==> config.mk <==
export PLATFORM = sky130hd
export DESIGN_NAME = incident_capture_trigger_policy
export DESIGN_NICKNAME = d
export VERILOG_FILES = /design/src/hw/rtl/icp_pkg.sv /design/src/hw/rtl/incident_capture_trigger_policy.sv
export SDC_FILE = /design/constraint.sdc
export NUM_CORES = 1
export LEC_CHECK = 0
export ABC_AREA = 0
export BUFFER_PORTS_ARGS = -buffer_cell sky130_fd_sc_hd__buf_2
export CAP_MARGIN = 20
export CORE_MARGIN = 2
export CORE_UTILIZATION = 44
export CTS_BUF_LIST = sky130_fd_sc_hd__clkbuf_4
export DETAILED_ROUTE_END_ITERATION = 10
export GPL_ROUTABILITY_DRIVEN = 1
export SLEW_MARGIN = 10
export SYNTH_ARGS = -nofsm -noshare
export SYNTH_HDL_FRONTEND = slang
export SYNTH_SLANG_ARGS = --single-unit
==> constraint.sdc <==
create_clock -name clk -period 9.3 [get_ports clk]
set_input_delay 1.86 -clock clk [delete_from_list [all_inputs] [get_ports clk]]
set_output_delay 1.86 -clock clk [all_outputs]
set_load 0.005 [all_outputs]
==> src/hw/rtl/icp_pkg.sv <==
// icp_pkg: shared types and constants for the incident capture trigger policy
// holds stall kind codes, register indexes and the transaction payload structs
// no dependencies
package icp_pkg;

    localparam logic [7:0] KIND_HEALTHY = 8'd0;
    localparam logic [7:0] KIND_HARD    = 8'd1;
    localparam logic [7:0] KIND_STORM   = 8'd2;
    localparam logic [7:0] KIND_SLOW    = 8'd3;
    localparam logic [7:0] KIND_SPIN    = 8'd5;

    localparam logic [2:0] PEND_NONE  = 3'd0;
    localparam logic [2:0] PEND_HARD  = 3'd1;
    localparam logic [2:0] PEND_STORM = 3'd2;
    localparam logic [2:0] PEND_SLOW  = 3'd3;
    localparam logic [2:0] PEND_SPIN  = 3'd5;

    localparam logic       REQ_OBSERVE = 1'b0;
    localparam logic       REQ_OUTCOME = 1'b1;

    localparam logic       REG_REARM_TICK_COUNT = 1'b0;
    localparam logic       REG_MAX_FAIL_COUNT   = 1'b1;

    localparam logic [15:0] REARM_TICK_RESET = 16'd60;
    localparam logic [7:0]  MAX_FAIL_RESET   = 8'd3;
    localparam logic [7:0]  FAIL_RUN_MAX     = 8'hff;

    typedef struct packed {
        logic       req_type;
        logic [7:0] stall_kind;
        logic       fatal_flag;
        logic       capture_written;
    } icp_in_t;

    typedef struct packed {
        logic        capture_request;
        logic [2:0]  request_kind;
        logic [31:0] suppressed_total;
        logic [31:0] written_total;
        logic [31:0] failed_total;
    } icp_out_t;

endpackage

==> src/hw/rtl/incident_capture_trigger_policy.sv <==
// incident_capture_trigger_policy: decides when to request a one-shot capture
// policy state, counters and a two-entry output stage
// depends on icp_pkg
//
// One transaction is accepted per cycle while in_ready is high. Its result is
// registered in the result register, or in the skid register if the output
// stalls. Policy state updates at acceptance, so each item sees the state left
// by the previous one. The skid entry lets input keep flowing while one
// result waits; in_ready drops only when both entries are full. Every input
// transaction yields exactly one result transaction. Configuration writes via
// cfg_write take effect at the next clock edge and should be made while idle.
module incident_capture_trigger_policy
    import icp_pkg::*;
(
    input  logic        clk,
    input  logic        rst_n,
    input  logic        cfg_write,
    input  logic        cfg_index,
    input  logic [15:0] cfg_data,
    input  logic        in_valid,
    output logic        in_ready,
    input  icp_in_t     in_data,
    output logic        out_valid,
    input  logic        out_ready,
    output icp_out_t    out_data
);

    logic [15:0] rearm_tick_reg;
    logic [7:0]  max_fail_reg;

    logic        incident_open_reg, incident_open_next;
    logic [2:0]  incident_kind_reg, incident_kind_next;
    logic [15:0] healthy_run_reg,   healthy_run_next;
    logic [2:0]  pending_kind_reg,  pending_kind_next;
    logic        hard_used_reg,     hard_used_next;
    logic        other_used_reg,    other_used_next;
    logic [7:0]  hard_fail_reg,     hard_fail_next;
    logic [7:0]  other_fail_reg,    other_fail_next;
    logic [31:0] suppressed_reg,    suppressed_next;
    logic [31:0] written_reg,       written_next;
    logic [31:0] failed_reg,        failed_next;
    logic        request;

    logic        out_valid_reg;
    icp_out_t    out_data_reg;
    logic        skid_valid_reg;
    icp_out_t    skid_data_reg;

    logic        in_fire;
    logic        kind_known;
    logic        is_hard;
    logic        pend_hard;
    logic [15:0] healthy_inc;
    logic [7:0]  hard_fail_inc;
    logic [7:0]  other_fail_inc;
    icp_out_t    result;

    assign in_ready = !skid_valid_reg;
    assign in_fire  = in_valid && in_ready;

    assign kind_known = (in_data.stall_kind == KIND_HARD) || (in_data.stall_kind == KIND_STORM)
                     || (in_data.stall_kind == KIND_SLOW) || (in_data.stall_kind == KIND_SPIN);
    assign is_hard     = in_data.stall_kind == KIND_HARD;
    assign pend_hard   = pending_kind_reg == PEND_HARD;
    assign healthy_inc = healthy_run_reg + 16'd1;
    assign hard_fail_inc  = (hard_fail_reg == FAIL_RUN_MAX) ? hard_fail_reg
                                                            : hard_fail_reg + 8'd1;
    assign other_fail_inc = (other_fail_reg == FAIL_RUN_MAX) ? other_fail_reg
                                                             : other_fail_reg + 8'd1;

    always_comb
    begin
        incident_open_next = incident_open_reg;
        incident_kind_next = incident_kind_reg;
        healthy_run_next   = healthy_run_reg;
        pending_kind_next  = pending_kind_reg;
        hard_used_next     = hard_used_reg;
        other_used_next    = other_used_reg;
        hard_fail_next     = hard_fail_reg;
        other_fail_next    = other_fail_reg;
        suppressed_next    = suppressed_reg;
        written_next       = written_reg;
        failed_next        = failed_reg;
        request            = 1'b0;

        if (in_data.req_type == REQ_OBSERVE)
        begin
            if (!in_data.fatal_flag)
            begin
                if (in_data.stall_kind != KIND_HEALTHY)
                begin
                    if (kind_known)
                    begin
                        healthy_run_next = '0;
                        // only a hard stall escalates an open non-hard incident
                        if (!incident_open_reg || (is_hard && incident_kind_reg != PEND_HARD))
                        begin
                            incident_open_next = 1'b1;
                            incident_kind_next = in_data.stall_kind[2:0];
                            if (is_hard ? !hard_used_reg : !other_used_reg)
                            begin
                                pending_kind_next = in_data.stall_kind[2:0];
                                request           = 1'b1;
                            end
                            else
                            begin
                                suppressed_next = suppressed_reg + 32'd1;
                            end
                        end
                    end
                end
                else if (incident_open_reg)
                begin
                    healthy_run_next = healthy_inc;
                    if (healthy_inc >= rearm_tick_reg)
                    begin
                        healthy_run_next   = '0;
                        incident_kind_next = PEND_NONE;
                        incident_open_next = 1'b0;
                    end
                end
            end
        end
        else if (pending_kind_reg != PEND_NONE)
        begin
            if (in_data.capture_written)
            begin
                if (pend_hard)
                    hard_used_next = 1'b1;
                else
                    other_used_next = 1'b1;
                written_next = written_reg + 32'd1;
            end
            else
            begin
                failed_next = failed_reg + 32'd1;
                if (pend_hard)
                begin
                    hard_fail_next = hard_fail_inc;
                    if (hard_fail_inc >= max_fail_reg)
                        hard_used_next = 1'b1;
                end
                else
                begin
                    other_fail_next = other_fail_inc;
                    if (other_fail_inc >= max_fail_reg)
                        other_used_next = 1'b1;
                end
                healthy_run_next   = '0;
                incident_kind_next = PEND_NONE;
                incident_open_next = 1'b0;
            end
            pending_kind_next = PEND_NONE;
        end
    end

    always_comb
    begin
        result.capture_request  = request;
        result.request_kind     = pending_kind_next;
        result.suppressed_total = suppressed_next;
        result.written_total    = written_next;
        result.failed_total     = failed_next;
    end

    always_ff @(posedge clk or negedge rst_n)
    begin
        if (!rst_n)
        begin
            rearm_tick_reg <= REARM_TICK_RESET;
            max_fail_reg   <= MAX_FAIL_RESET;
        end
        else if (cfg_write)
        begin
            unique case (cfg_index)
                REG_REARM_TICK_COUNT: rearm_tick_reg <= cfg_data;
                REG_MAX_FAIL_COUNT:   max_fail_reg   <= cfg_data[7:0];
                default:              max_fail_reg   <= max_fail_reg;
            endcase
        end
    end

    always_ff @(posedge clk or negedge rst_n)
    begin
        if (!rst_n)
        begin
            incident_open_reg <= 1'b0;
            incident_kind_reg <= '0;
            healthy_run_reg   <= '0;
            pending_kind_reg  <= '0;
            hard_used_reg     <= 1'b0;
            other_used_reg    <= 1'b0;
            hard_fail_reg     <= '0;
            other_fail_reg    <= '0;
            suppressed_reg    <= '0;
            written_reg       <= '0;
            failed_reg        <= '0;
        end
        else if (in_fire)
        begin
            incident_open_reg <= incident_open_next;
            incident_kind_reg <= incident_kind_next;
            healthy_run_reg   <= healthy_run_next;
            pending_kind_reg  <= pending_kind_next;
            hard_used_reg     <= hard_used_next;
            other_used_reg    <= other_used_next;
            hard_fail_reg     <= hard_fail_next;
            other_fail_reg    <= other_fail_next;
            suppressed_reg    <= suppressed_next;
            written_reg       <= written_next;
            failed_reg        <= failed_next;
        end
    end

    // output register with skid entry
    always_ff @(posedge clk or negedge rst_n)
    begin
        if (!rst_n)
        begin
            out_valid_reg  <= 1'b0;
            skid_valid_reg <= 1'b0;
        end
        else if (out_ready || !out_valid_reg)
        begin
            if (skid_valid_reg)
            begin
                out_valid_reg  <= 1'b1;
                skid_valid_reg <= 1'b0;
            end
            else
            begin
                out_valid_reg <= in_fire;
            end
        end
        else if (in_fire)
        begin
            skid_valid_reg <= 1'b1;
        end
    end

    always_ff @(posedge clk)
    begin
        if (out_ready || !out_valid_reg)
        begin
            if (skid_valid_reg)
                out_data_reg <= skid_data_reg;
            else if (in_fire)
                out_data_reg <= result;
        end
        else if (in_fire)
        begin
            skid_data_reg <= result;
        end
    end

    assign out_valid = out_valid_reg;
    assign out_data  = out_data_reg;

    a_skid_behind_out: assert property (@(posedge clk) disable iff (!rst_n)
        skid_valid_reg |-> out_valid_reg)
        else $error("skid entry full while output register empty");

    a_request_has_kind: assert property (@(posedge clk) disable iff (!rst_n)
        (out_valid_reg && out_data_reg.capture_request)
        |-> (out_data_reg.request_kind != PEND_NONE))
        else $error("capture request without a pending kind");

    a_pending_known: assert property (@(posedge clk) disable iff (!rst_n)
        (pending_kind_reg == PEND_NONE) || (pending_kind_reg == PEND_HARD)
        || (pending_kind_reg == PEND_STORM) || (pending_kind_reg == PEND_SLOW)
        || (pending_kind_reg == PEND_SPIN))
        else $error("pending kind is not a known stall kind");

    a_closed_is_clean: assert property (@(posedge clk) disable iff (!rst_n)
        !incident_open_reg |-> (healthy_run_reg == '0 && incident_kind_reg == PEND_NONE))
        else $error("closed incident left stale state");

endmodule

==> metrics.md, run 1 <==
| Metric | Value |
|---|---|
| CORE AREA | `39500 µm²` |
| GR Util All Layers | `17.9%` |
| PostCTS Resize Cnt | `0` |
| Sequential fraction of the synthesis area | `57.7%` |
| Final instance area | `20100 µm²` |
| Critical R2R Capture | `healthy_run_reg[6]` |
| Synth-to-layout area growth | `14.8%` |
| Clk_lat worst skew | `0.79 ns` |
| EDFF count, synth | `200` |
| Achievable frequency | `249 MHz` |
| Seq cells post-synth | `363` |
| Ys async rst share | `44.9%` |
| Synthesized area per cell | `12.2 µm²` |
| Final Util | `50.8%` |
| Most frequent cell after synthesis | `edfxtp_1` |
| WP data arrival | `4.70 ns` |
| Minimum clock period | `4.02 ns` |
| Hold buffer count at cts | `0` |
| Post-synth cell types | `64` |
| Mapped Cells | `1432` |
| Post-route DRC | `0` |
| Die H | `203 µm` |
| Worst reg2reg path depth | `12` |
| Std cell rows | `73` |
| Setup crit end kind | `register` |
| Number of max-cap violations | `0` |
| Power Total | `3.83 mW` |
| Final #Nets | `1689` |
| Worst setup path category | `register to register` |
| Reg-to-reg startpoint | `healthy_run_reg[0]` |
| Unrepaired setup endpoints after global routing | `no` |
| Die Footprint | `41300 µm²` |
| Clk root buf | `clkbuf_4` |
| Post-synth top cells | `edfxtp_1, dfrtp_1, nand2_1` |
| Num CTS Buffers | `98` |
| Setup Buffers After CTS | `0` |
| Antenna-violating nets left | `0` |
| Pre-antenna DRT Iters | `5` |
| Dominant cells by area after synthesis | `edfxtp_1, dfrtp_1, mux2_2, xor2_1, xnor2_1` |
| Pwr Density | `191 nW/µm²` |
| Iteration-0 DRC Markers | `597` |
| Synth Flop Type | `edfxtp_1` |
| Share of cells above drive strength 1 | `27.4%` |
| Final count of hold timing violations | `0` |
| Setup TNS | `0 ns` |
| Vias in the first global route | `11300` |
| Post-DP HPWL | `23800 µm` |
| Gr ovfl total | `0` |
| CP bufs+invs | `0` |
| Worst Clk Skew | `0.0629 ns` |
| Post-synth top area share | `34.4%` |
| Synth Cell Area | `17500 µm²` |
| Critical Path Most Common Cell | `nor2_1` |
| Vias post-DR | `11500` |
| Worst-Margin Slew | `1.09 ns` |
| Mapped Nets | `1503` |
| CTS tree | `done` |
| Worst slack, placed | `4.14 ns` |
| Final Setup Violations | `0` |
| Final GP Congestion | `0.791` |
| CP Launch Type | `register` |
| Largest vdd supply drop | `94.9 µV` |
| Synth area leader | `edfxtp_1` |
| IO buf count | `134` |
| Maximum fanout along the worst path | `13` |
| CTS sink cnt | `363` |
| Initial antenna violation count | `1` |
| Initial core utilization | `44.3%` |
| Crit path to | `healthy_run_reg[6]` |
| Number of H-tree levels | `3` |
| PnR worst setup slack | `5.28 ns` |
| Largest net degree at the start of global routing | `77` |
| YS warnings | `0` |
| CTS clk-pin slew, worst paths | `0.07 ns` |
| # fillers | `3599` |
| Status | `finished, final reports clean` |
| Fin crit share | `43.2%` |
| IO Pins | `135` |
| Max-slew headroom | `25.9%` |
| Die W | `203 µm` |
| Routed wire per std cell | `16.2 µm` |
| Largest stage delay, worst path | `0.78 ns` |
| R2r setup slk | `5.28 ns` |
| Total Wirelength | `36000 µm` |
| Critical path startpoint | `healthy_run_reg[0]` |
| Max Slew Vio Count | `0` |
| CP max stage cell | `nor2_1` |
| CP Depth | `12` |
| WP data required | `9.98 ns` |
| Placed cell area | `18600 µm²` |
| First-pass GRT wire length | `59100 µm` |
| P_leak | `8.71 nW` |
| CP top delay family | `simple AND/OR/NAND/NOR gates` |
| Cells along the critical path | `nand3_1 > nor2_1 > nand3_1 > or2_2 > xnor2_1 > ha_1 > a211oi_1 > nor2_1 > nor3_1 > nand2_1 > nor2_1 > a32o_1` |
| Min-Delay Path Class | `register to register` |
| Vias per inst | `5.16` |
| Clk buf depth | `3` |
==> power by group <==
group | switching, mW | leakage, nW | internal, mW
registers | 0.0805 | 4.05 | 1.84
clock network | 0.660 | 0.816 | 0.854
logic | 0.224 | 3.84 | 0.173
total | 0.965 | 8.71 | 2.87
==> how the worst min path moves through the flow <==
stage	depth (start not counted)	slack (ns)	endpoint	start
final	1	0.48	failed_reg[31]	failed_reg[31]
after global routing	1	0.50	written_reg[31]	written_reg[31]
after CTS	1	0.49	failed_reg[31]	failed_reg[31]
after detailed placement	1	0.48	failed_reg[31]	failed_reg[31]
after global placement	1	0.47	failed_reg[31]	failed_reg[31]
after floorplan	1	0.46	failed_reg[31]	failed_reg[31]
==> metal layers <==
metal | track usage, % | wire, µm | vias to the layer above
met5 | 0 | 0 | -
met4 | 6.52 | 690 | 0
met3 | 3.90 | 2130 | 54
met2 | 27.5 | 16200 | 320
met1 | 24.9 | 17000 | 5534
li1 | - | - | 5588
==> cells by family after synthesis <==
| family | Yosys count | synth area share [%] |
|---|---|---|
| AND/OR/NAND/NOR | 495 | 14.2 |
| XOR/XNOR | 213 | 10.7 |
| buffers and inverters | 96 | 2.33 |
| adder cells (fa/ha/maj) | 38 | 2.72 |
| AO/OA/AOI/OAI | 101 | 4.27 |
| multiplexers | 126 | 8.06 |
| flip-flops | 363 | 57.7 |
==> through the flow <==
| stage | hold slack (ns) | std cells |
|---|---|---|
| after floorplan | 0.461 | 1432 |
| after global placement | 0.475 | 2041 |
| after detailed placement | 0.476 | 2041 |
| after CTS | 0.489 | 2225 |
| after global routing | 0.504 | 2228 |
| final | 0.485 | 2228 |
==> cell type report <==
class | count | area [µm²] | share of cell area [%]
inverter | 34 | 130 | 0.649
tap | 525 | 657 | 3.28
sequential | 363 | 10100 | 50.3
timing repair buffer | 148 | 806 | 4.02
multi-input combinational | 973 | 7000 | 34.9
clock buffer | 159 | 1190 | 5.95
clock inverter | 25 | 174 | 0.867
antenna | 1 | 2.50 | 0.0125
==> cells in the final DEF, fill, tap and decap left out, types with 6 or more instances in the layout <==
cell,count
nor2_1,99
nand2b_1,10
and4_1,10
mux2_2,118
and3_1,18
buf_4,12
or2_2,7
a21oi_1,10
xor2_1,122
clkbuf_4,159
edfxtp_1,200
clkinv_1,20
ha_1,38
xnor2_1,91
and2_1,7
o31ai_1,13
nor4_1,15
nor3_1,59
nor2b_1,7
a32o_1,8
nand2_1,137
dfstp_2,6
inv_1,32
nand4_1,39
dfrtp_1,157
nand3_1,56
mux2i_1,8
o21ai_0,25
buf_2,133
(Power assumes the default switching activity.)
==> inputs of run 2 (changes only) <==
==> constraint.sdc (replaced) <==
create_clock -name clk -period 4.1 [get_ports clk]
set_input_delay 0.82 -clock clk [delete_from_list [all_inputs] [get_ports clk]]
set_output_delay 0.82 -clock clk [all_outputs]
set_load 0.005 [all_outputs]
==> run 2 against run 1 <==
Compared with the run above: fmax rose by 17%; clock power rose by 130%; first-iteration DRC count rose by 6.7%; non-clock buffer count rose by 15; critical endpoint is now incident_kind_reg[2]; largest cell class unchanged; combinational power rose by 130%.
==> metrics.md, run 2 (synthesis gave the netlist of run 1 again) <==
| Metric | Value |
|---|---|
| Status | `finished, final reports clean` |
| PostCTS Resize Cnt | `0 (unchanged)` |
| Clock share of power | `39.6% (about the same)` |
| CORE AREA | `39500 µm² (unchanged)` |
| Final Setup Violations | `0 (unchanged)` |
| GR Util All Layers | `17.9% (about the same)` |
| Synth-to-layout area growth | `15.4%` |
| Critical R2R Capture | `incident_kind_reg[2]` |
| Min-Delay Path Class | `input pin to register` |
| Vias per inst | `5.11 (-0.94%)` |
| Share of cells above drive strength 1 | `28.2% (+0.80 points)` |
| Clk buf depth | `3 (unchanged)` |
| Initial core utilization | `44.3% (unchanged)` |
| Setup crit end kind | `register` |
| Final GP Congestion | `0.835 (+5.5%)` |
| Unrepaired setup endpoints after global routing | `no` |
| Worst reg2reg path depth | `13 (+1)` |
| Power Total | `8.69 mW (+130%)` |
| CP Launch Type | `register` |
| Achievable frequency | `290 MHz (+17%)` |
| Largest vdd supply drop | `232 µV (+140%)` |
| Final #Nets | `1703 (+0.83%)` |
| Worst Clk Skew | `0.0376 ns (-0.0253 ns)` |
| Iteration-0 DRC Markers | `637 (+6.7%)` |
| Hold Crit Endpoint | `rearm_tick_reg[15]` |
| Clk root buf | `clkbuf_4` |
| Pre-antenna DRT Iters | `5 (unchanged)` |
| Num CTS Buffers | `97 (-1.0%)` |
| Vias in the first global route | `11700 (+3.0%)` |
| Pwr Density | `431 nW/µm² (+130%)` |
| IO Pins | `135 (unchanged)` |
| Die H | `203 µm (unchanged)` |
| Fin crit share | `84.0% (+41 points)` |
| Gr ovfl total | `0 (unchanged)` |
| Net Switching | `2.17 mW (+120%)` |
| IO buf count | `134 (unchanged)` |
| Total Wirelength | `35600 µm (-1.1%)` |
| Most common cell after layout, fill and taps aside | `edfxtp_1` |
| Setup TNS | `0 ns (unchanged)` |
| CTS clk-pin slew, worst paths | `0.07 ns (about the same)` |
| Die Footprint | `41300 µm² (unchanged)` |
| Std cell rows | `73 (unchanged)` |
| WP data required | `4.80 ns (-5.18 ns)` |
| Number of H-tree levels | `3 (unchanged)` |
| Die W | `203 µm (unchanged)` |
| Commonest cells after routing, fill and taps aside | `edfxtp_1, clkbuf_4, dfrtp_1` |
| WHS Path Cells | `3 (+2)` |
| CTS sink cnt | `363 (unchanged)` |
| Switching share of power | `24.9% (-0.27 points)` |
| Max-slew headroom | `51.3% (+25 points)` |
| Largest net degree at the start of global routing | `65 (-16%)` |
| Int Pwr | `6.53 mW (+130%)` |
| Routed wire per std cell | `15.9 µm (-1.7%)` |
| Maximum fanout along the worst path | `13 (unchanged)` |
| Max Slew Vio Count | `0 (unchanged)` |
| Final count of hold timing violations | `0 (unchanged)` |
| CTS tree | `done` |
| Vias post-DR | `11500 (-0.32%)` |
| Antenna-violating nets left | `0 (unchanged)` |
| Worst setup path category | `register to register` |
| Worst-Margin Slew | `0.727 ns (-0.367 ns)` |
| Combinational Power Share | `10.4% (about the same)` |
| P_leak | `8.77 nW (+0.80%)` |
| # fillers | `3561 (-1.1%)` |
| Initial antenna violation count | `5 (+4)` |
| HP Start | `cfg_data[15]` |
| Number of max-cap violations | `0 (unchanged)` |
| Clk_lat worst skew | `0.78 ns (about the same)` |
| Post-route DRC | `0 (unchanged)` |
| First-pass GRT wire length | `59500 µm (+0.62%)` |
| Reg-to-reg startpoint | `healthy_run_reg[0]` |
| Post-DP HPWL | `24300 µm (+2.4%)` |
| WP data arrival | `4.14 ns (-0.56 ns)` |
| Minimum clock period | `3.44 ns (-0.575 ns)` |
| R2r setup slk | `0.66 ns (-4.63 ns)` |
| Sequential power share | `50.0% (about the same)` |
## run 2: cell types whose count changed in the layout (fill, tap and decap cells not counted), sizes merged
cell | before | now
clkbuf | 159 | 161
diode | 1 | 3
inv | 35 | 34
clkinv | 21 | 16
clkinvlp | 0 | 1
dlygate4sd3 | 0 | 1
buf | 148 | 162
## run 2: critical path, stage by stage (launching register included)
cell and delay, ns:
dfrtp_1 0.44, ha_1 0.25, and3_1 0.24, and4_1 0.30
nand2_1 0.16, nor2_1 0.19, xor2_1 0.09, ha_1 0.19
a211oi_1 0.20, nor2_1 0.08, nor3_1 0.18, nand2_1 0.36
o21ai_1 0.45, mux2i_1 0.24
## run 2: worst max path at each step
stage	cells past startpoint	to	startpoint	slack, ns
after floorplan	2	out_data[0]	out_ready	0.32
after global placement	8	out_data[86]	in_data[3]	0.70
after detailed placement	8	out_data[84]	in_data[3]	0.64
after CTS	13	incident_kind_reg[2]	healthy_run_reg[0]	0.67
after global routing	13	incident_kind_reg[2]	healthy_run_reg[0]	0.32
final	13	incident_kind_reg[2]	healthy_run_reg[0]	0.66
## run 2: what timing repair did
action	CTS	global route
setup buffers	0	0
endpoints found under the hold margin	51	0
hold buffers	1	0
## run 2: final cells by class
cell class              instances  area, µm²  share of cell area, %
inverters                      34        130                  0.645
diodes                          3       7.51                 0.0372
flip-flops and latches        363      10100                   50.0
well taps                     525        657                   3.26
clock inverters                20        160                  0.794
clock buffers                 161       1210                   5.99
repair buffers                163        920                   4.56
multi-input cells             973       7000                   34.7
## run 2: metrics by stage
stage	cells	hold slack, ns	instance area (µm²)	setup slack [ns]	util, %
5_1_grt	2240	0.212	20200	0.320	51.1
3_3_place_gp	2056	0.474	18800	0.704	47.6
2_1_floorplan	1432	0.461	17500	0.319	-
6_report	2242	0.234	20200	0.656	51.1
3_5_place_dp	2056	0.477	18800	0.638	47.6
4_1_cts	2238	0.154	20200	0.666	51.1
## run 2: power by group through the flow
stage / Combinational [mW] / Sequential, mW / Clock [mW]
finish: 0.906 / 4.34 / 3.44
global route: 1.03 / 4.37 / 3.78
CTS: 0.928 / 4.35 / 3.58
detailed placement: 0.919 / 4.42 / 0
global placement: 0.900 / 4.42 / 0
floorplan: 0.613 / 4.36 / 0
## run 2: per-layer routing
layer  track usage, %  vias up  part of all wire [%]
met3             4.39       57                   5.4
met4             6.80        6                   1.9
li1                 -     5623                     -
met5                0        -                 0.079
met2             27.7      226                    45
met1             24.3     5547                    47
==> inputs of run 3 (changes only) <==
==> constraint.sdc (replaced) <==
create_clock -name clk -period 3.4 [get_ports clk]
set_input_delay 0.68 -clock clk [delete_from_list [all_inputs] [get_ports clk]]
set_output_delay 0.68 -clock clk [all_outputs]
set_load 0.005 [all_outputs]
==> run 3 against run 2 <==
Compared with the run above: design area up 0.38%; global-route usage rose by 0.11 points; flip-flop and latch count did not move; combinational power increased by 25%; sequential share of layout area is 0.18 points lower; critical path type unchanged; routed wire length is 2.2% higher; core utilization rose by 0.19 points; fmax up 8.8%; die area is the same; non-clock buffer count up 7; register-to-register slack got worse by 0.42 ns.
==> metrics.md, run 3 (synthesis gave the netlist of run 1 again) <==
| Metric | Value |
|---|---|
| Routed wire per std cell | `16.2 µm (+1.7%)` |
| Reg-to-reg startpoint | `healthy_run_reg[0]` |
| Hold Crit Endpoint | `rearm_tick_reg[13]` |
| First-pass GRT wire length | `59700 µm (+0.31%)` |
| CP bufs+invs | `1 (+1)` |
| CTS clk-pin slew, worst paths | `0.06 ns (about the same)` |
| IO Pins | `135 (unchanged)` |
| Largest vdd supply drop | `259 µV (+11%)` |
| Std cell rows | `73 (unchanged)` |
| GR Util All Layers | `18.0% (+0.11 points)` |
| Clock share of power | `38.3% (-1.3 points)` |
| Largest stage delay, worst path | `0.42 ns (-0.03 ns)` |
| Die Footprint | `41300 µm² (unchanged)` |
| Number of H-tree levels | `3 (unchanged)` |
| Fin crit share | `93.1% (+9.1 points)` |
| Final Util | `51.3% (+0.19 points)` |
| Setup TNS | `0 ns (unchanged)` |
| Int Pwr | `7.68 mW (+18%)` |
| Iteration-0 DRC Markers | `568 (-11%)` |
| Max-slew headroom | `50.3% (-0.93 points)` |
| Post-Layout Cell Count | `2252 (+0.45%)` |
| Setup crit end kind | `register` |
| Status | `finished, final reports clean` |
| Vias in the first global route | `11500 (-1.4%)` |
| Initial core utilization | `44.3% (unchanged)` |
| Switching share of power | `25.5% (+0.59 points)` |
| R2r setup slk | `0.23 ns (-0.42 ns)` |
| WP data required | `4.08 ns (-0.72 ns)` |
| Total Wirelength | `36400 µm (+2.2%)` |
| Placed cells | `2063 (+0.34%)` |
| Pwr Density | `509 nW/µm² (+18%)` |
| Antenna-violating nets left | `0 (unchanged)` |
| Final count of hold timing violations | `0 (unchanged)` |
| Worst hold slack | `0.140 ns (-0.0941 ns)` |
| WHS Path Cells | `3 (unchanged)` |
| Vias per inst | `5.13 (+0.43%)` |
| Die W | `203 µm (unchanged)` |
| Gr ovfl total | `0 (unchanged)` |
| Synth-to-layout area growth | `15.9%` |
| CP top delay family | `simple AND/OR/NAND/NOR gates` |
| Post-route DRC | `0 (unchanged)` |
| HP Start | `cfg_data[13]` |
| Worst Clk Skew | `0.0456 ns (+0.00801 ns)` |
| CORE AREA | `39500 µm² (unchanged)` |
| Post-DP HPWL | `24500 µm (+0.73%)` |
| Max Slew Vio Count | `0 (unchanged)` |
| Combinational Power Share | `10.9% (+0.5 points)` |
| Net Switching | `2.63 mW (+21%)` |
| Clk_lat worst skew | `0.77 ns (about the same)` |
| Share of cells above drive strength 1 | `28.7% (+0.53 points)` |
| Worst setup path category | `register to register` |
| CP max stage cell | `dfrtp_2` |
| Power Total | `10.3 mW (+19%)` |
| Clk buf depth | `3 (unchanged)` |
| Min-Delay Path Class | `input pin to register` |
| Num CTS Buffers | `98 (+1.0%)` |
| Commonest cells after routing, fill and taps aside | `edfxtp_1, clkbuf_4, dfrtp_1` |
| CTS sink cnt | `363 (unchanged)` |
| Die H | `203 µm (unchanged)` |
| Maximum fanout along the worst path | `6 (-7)` |
| Final GP Congestion | `0.835 (about the same)` |
| Number of max-cap violations | `0 (unchanged)` |
| Most common cell after layout, fill and taps aside | `edfxtp_1` |
| Final #Nets | `1712 (+0.53%)` |
| Clk root buf | `clkbuf_4` |
| Worst reg2reg path depth | `14 (+1)` |
| Initial antenna violation count | `5 (unchanged)` |
| Cells along the critical path | `ha_1 > and3_1 > and4_1 > nand2_1 > nor2_1 > xor2_1 > ha_1 > a211oi_1 > nor2_1 > nor3_2 > nand2_2 > buf_4 > o31ai_1 > a31o_2` |
| CTS tree | `done` |
| Sequential power share | `50.8% (+0.8 points)` |
| WP data arrival | `3.85 ns (-0.29 ns)` |
| Critical R2R Capture | `healthy_run_reg[10]` |
| Pre-antenna DRT Iters | `5 (unchanged)` |
| CP Launch Type | `register` |
| Achievable frequency | `316 MHz (+8.8%)` |
| P_leak | `8.81 nW (+0.39%)` |
| IO buf count | `134 (unchanged)` |
| Minimum clock period | `3.17 ns (-0.277 ns)` |
| Largest net degree at the start of global routing | `78 (+20%)` |
| Worst-Margin Slew | `0.741 ns (+0.0138 ns)` |
| Vias post-DR | `11600 (+0.88%)` |
| Final Setup Violations | `0 (unchanged)` |
-- run 3: cell types whose count changed in the layout (fill, tap and decap cells not counted), moves of 2 or more --
cell       change
buf_4          +4
clkinv_1       +3
bufinv_16      -3
clkbuf_4       +2
buf_12         +4
-- run 3: metrics by stage --
stage,cell area (µm²),setup slack [ns]
final,20300,0.233
after global routing,20200,-0.0328
after CTS,20200,0.00868
after detailed placement,18900,0.000669
after global placement,18900,0.131
after floorplan,17500,0.160
-- run 3: layout make-up --
cell class,count,area (µm²)
Fill cell,3556,19200
Sequential cell,363,10100
Multi-Input combinational cell,974,7040
Clock buffer,163,1220
Timing Repair Buffer,170,1020
Tap cell,525,657
Inverter,34,130
Clock inverter,20,77.6
Antenna cell,3,7.51
-- run 3: repair_timing --
action / CTS / global route
hold buffers: 1 / 0
endpoints found under the setup margin: 3 / 20
hold endpoints to repair: 52 / 0
gates cloned: 0 / 1
resized for setup: 1 / 6
setup buffers: 0 / 1
pin swaps: 0 / 1
-- run 3: worst register-to-register path, stage by stage, from the launching register on --
cell and delay [ns]:
dfrtp_2 0.42, ha_1 0.25, and3_1 0.23, and4_1 0.28, nand2_1 0.17, nor2_1 0.20
xor2_1 0.10, ha_1 0.18, a211oi_1 0.22, nor2_1 0.11, nor3_2 0.22, nand2_2 0.17
buf_4 0.18, o31ai_1 0.25, a31o_2 0.14
-- run 3: how the worst max path moves through the flow --
| stage | to | cells past startpoint | slack (ns) | from |
|---|---|---|---|---|
| finish | healthy_run_reg[10] | 14 | 0.23 | healthy_run_reg[0] |
| global route | healthy_run_reg[1] | 13 | -0.03 | healthy_run_reg[0] |
| CTS | healthy_run_reg[1] | 13 | 0.009 | healthy_run_reg[0] |
| detailed placement | incident_kind_reg[0] | 13 | 0.0007 | healthy_run_reg[0] |
| global placement | healthy_run_reg[12] | 13 | 0.13 | healthy_run_reg[0] |
| floorplan | skid_data_reg[0] | 5 | 0.16 | in_valid |
-- run 3: power by group through the flow --
stage          Combinational [mW]  Clock, mW  Sequential, mW
2_1_floorplan               0.740          0            5.26
3_3_place_gp                 1.11          0            5.31
3_5_place_dp                 1.14          0            5.33
4_1_cts                      1.15       4.11            5.24
5_1_grt                      1.27       4.33            5.28
6_report                     1.13       3.95            5.23
-- run 3: per-layer routing --
| layer | up-vias | global-route usage [%] | routed length, µm |
|---|---|---|---|
| met1 | 5595 | 24.6 | 17100 |
| met2 | 250 | 28.0 | 16800 |
| met3 | 71 | 4.23 | 1720 |
| li1 | 5638 | - | - |
| met5 | - | 0 | 42 |
| met4 | 6 | 6.39 | 724 |
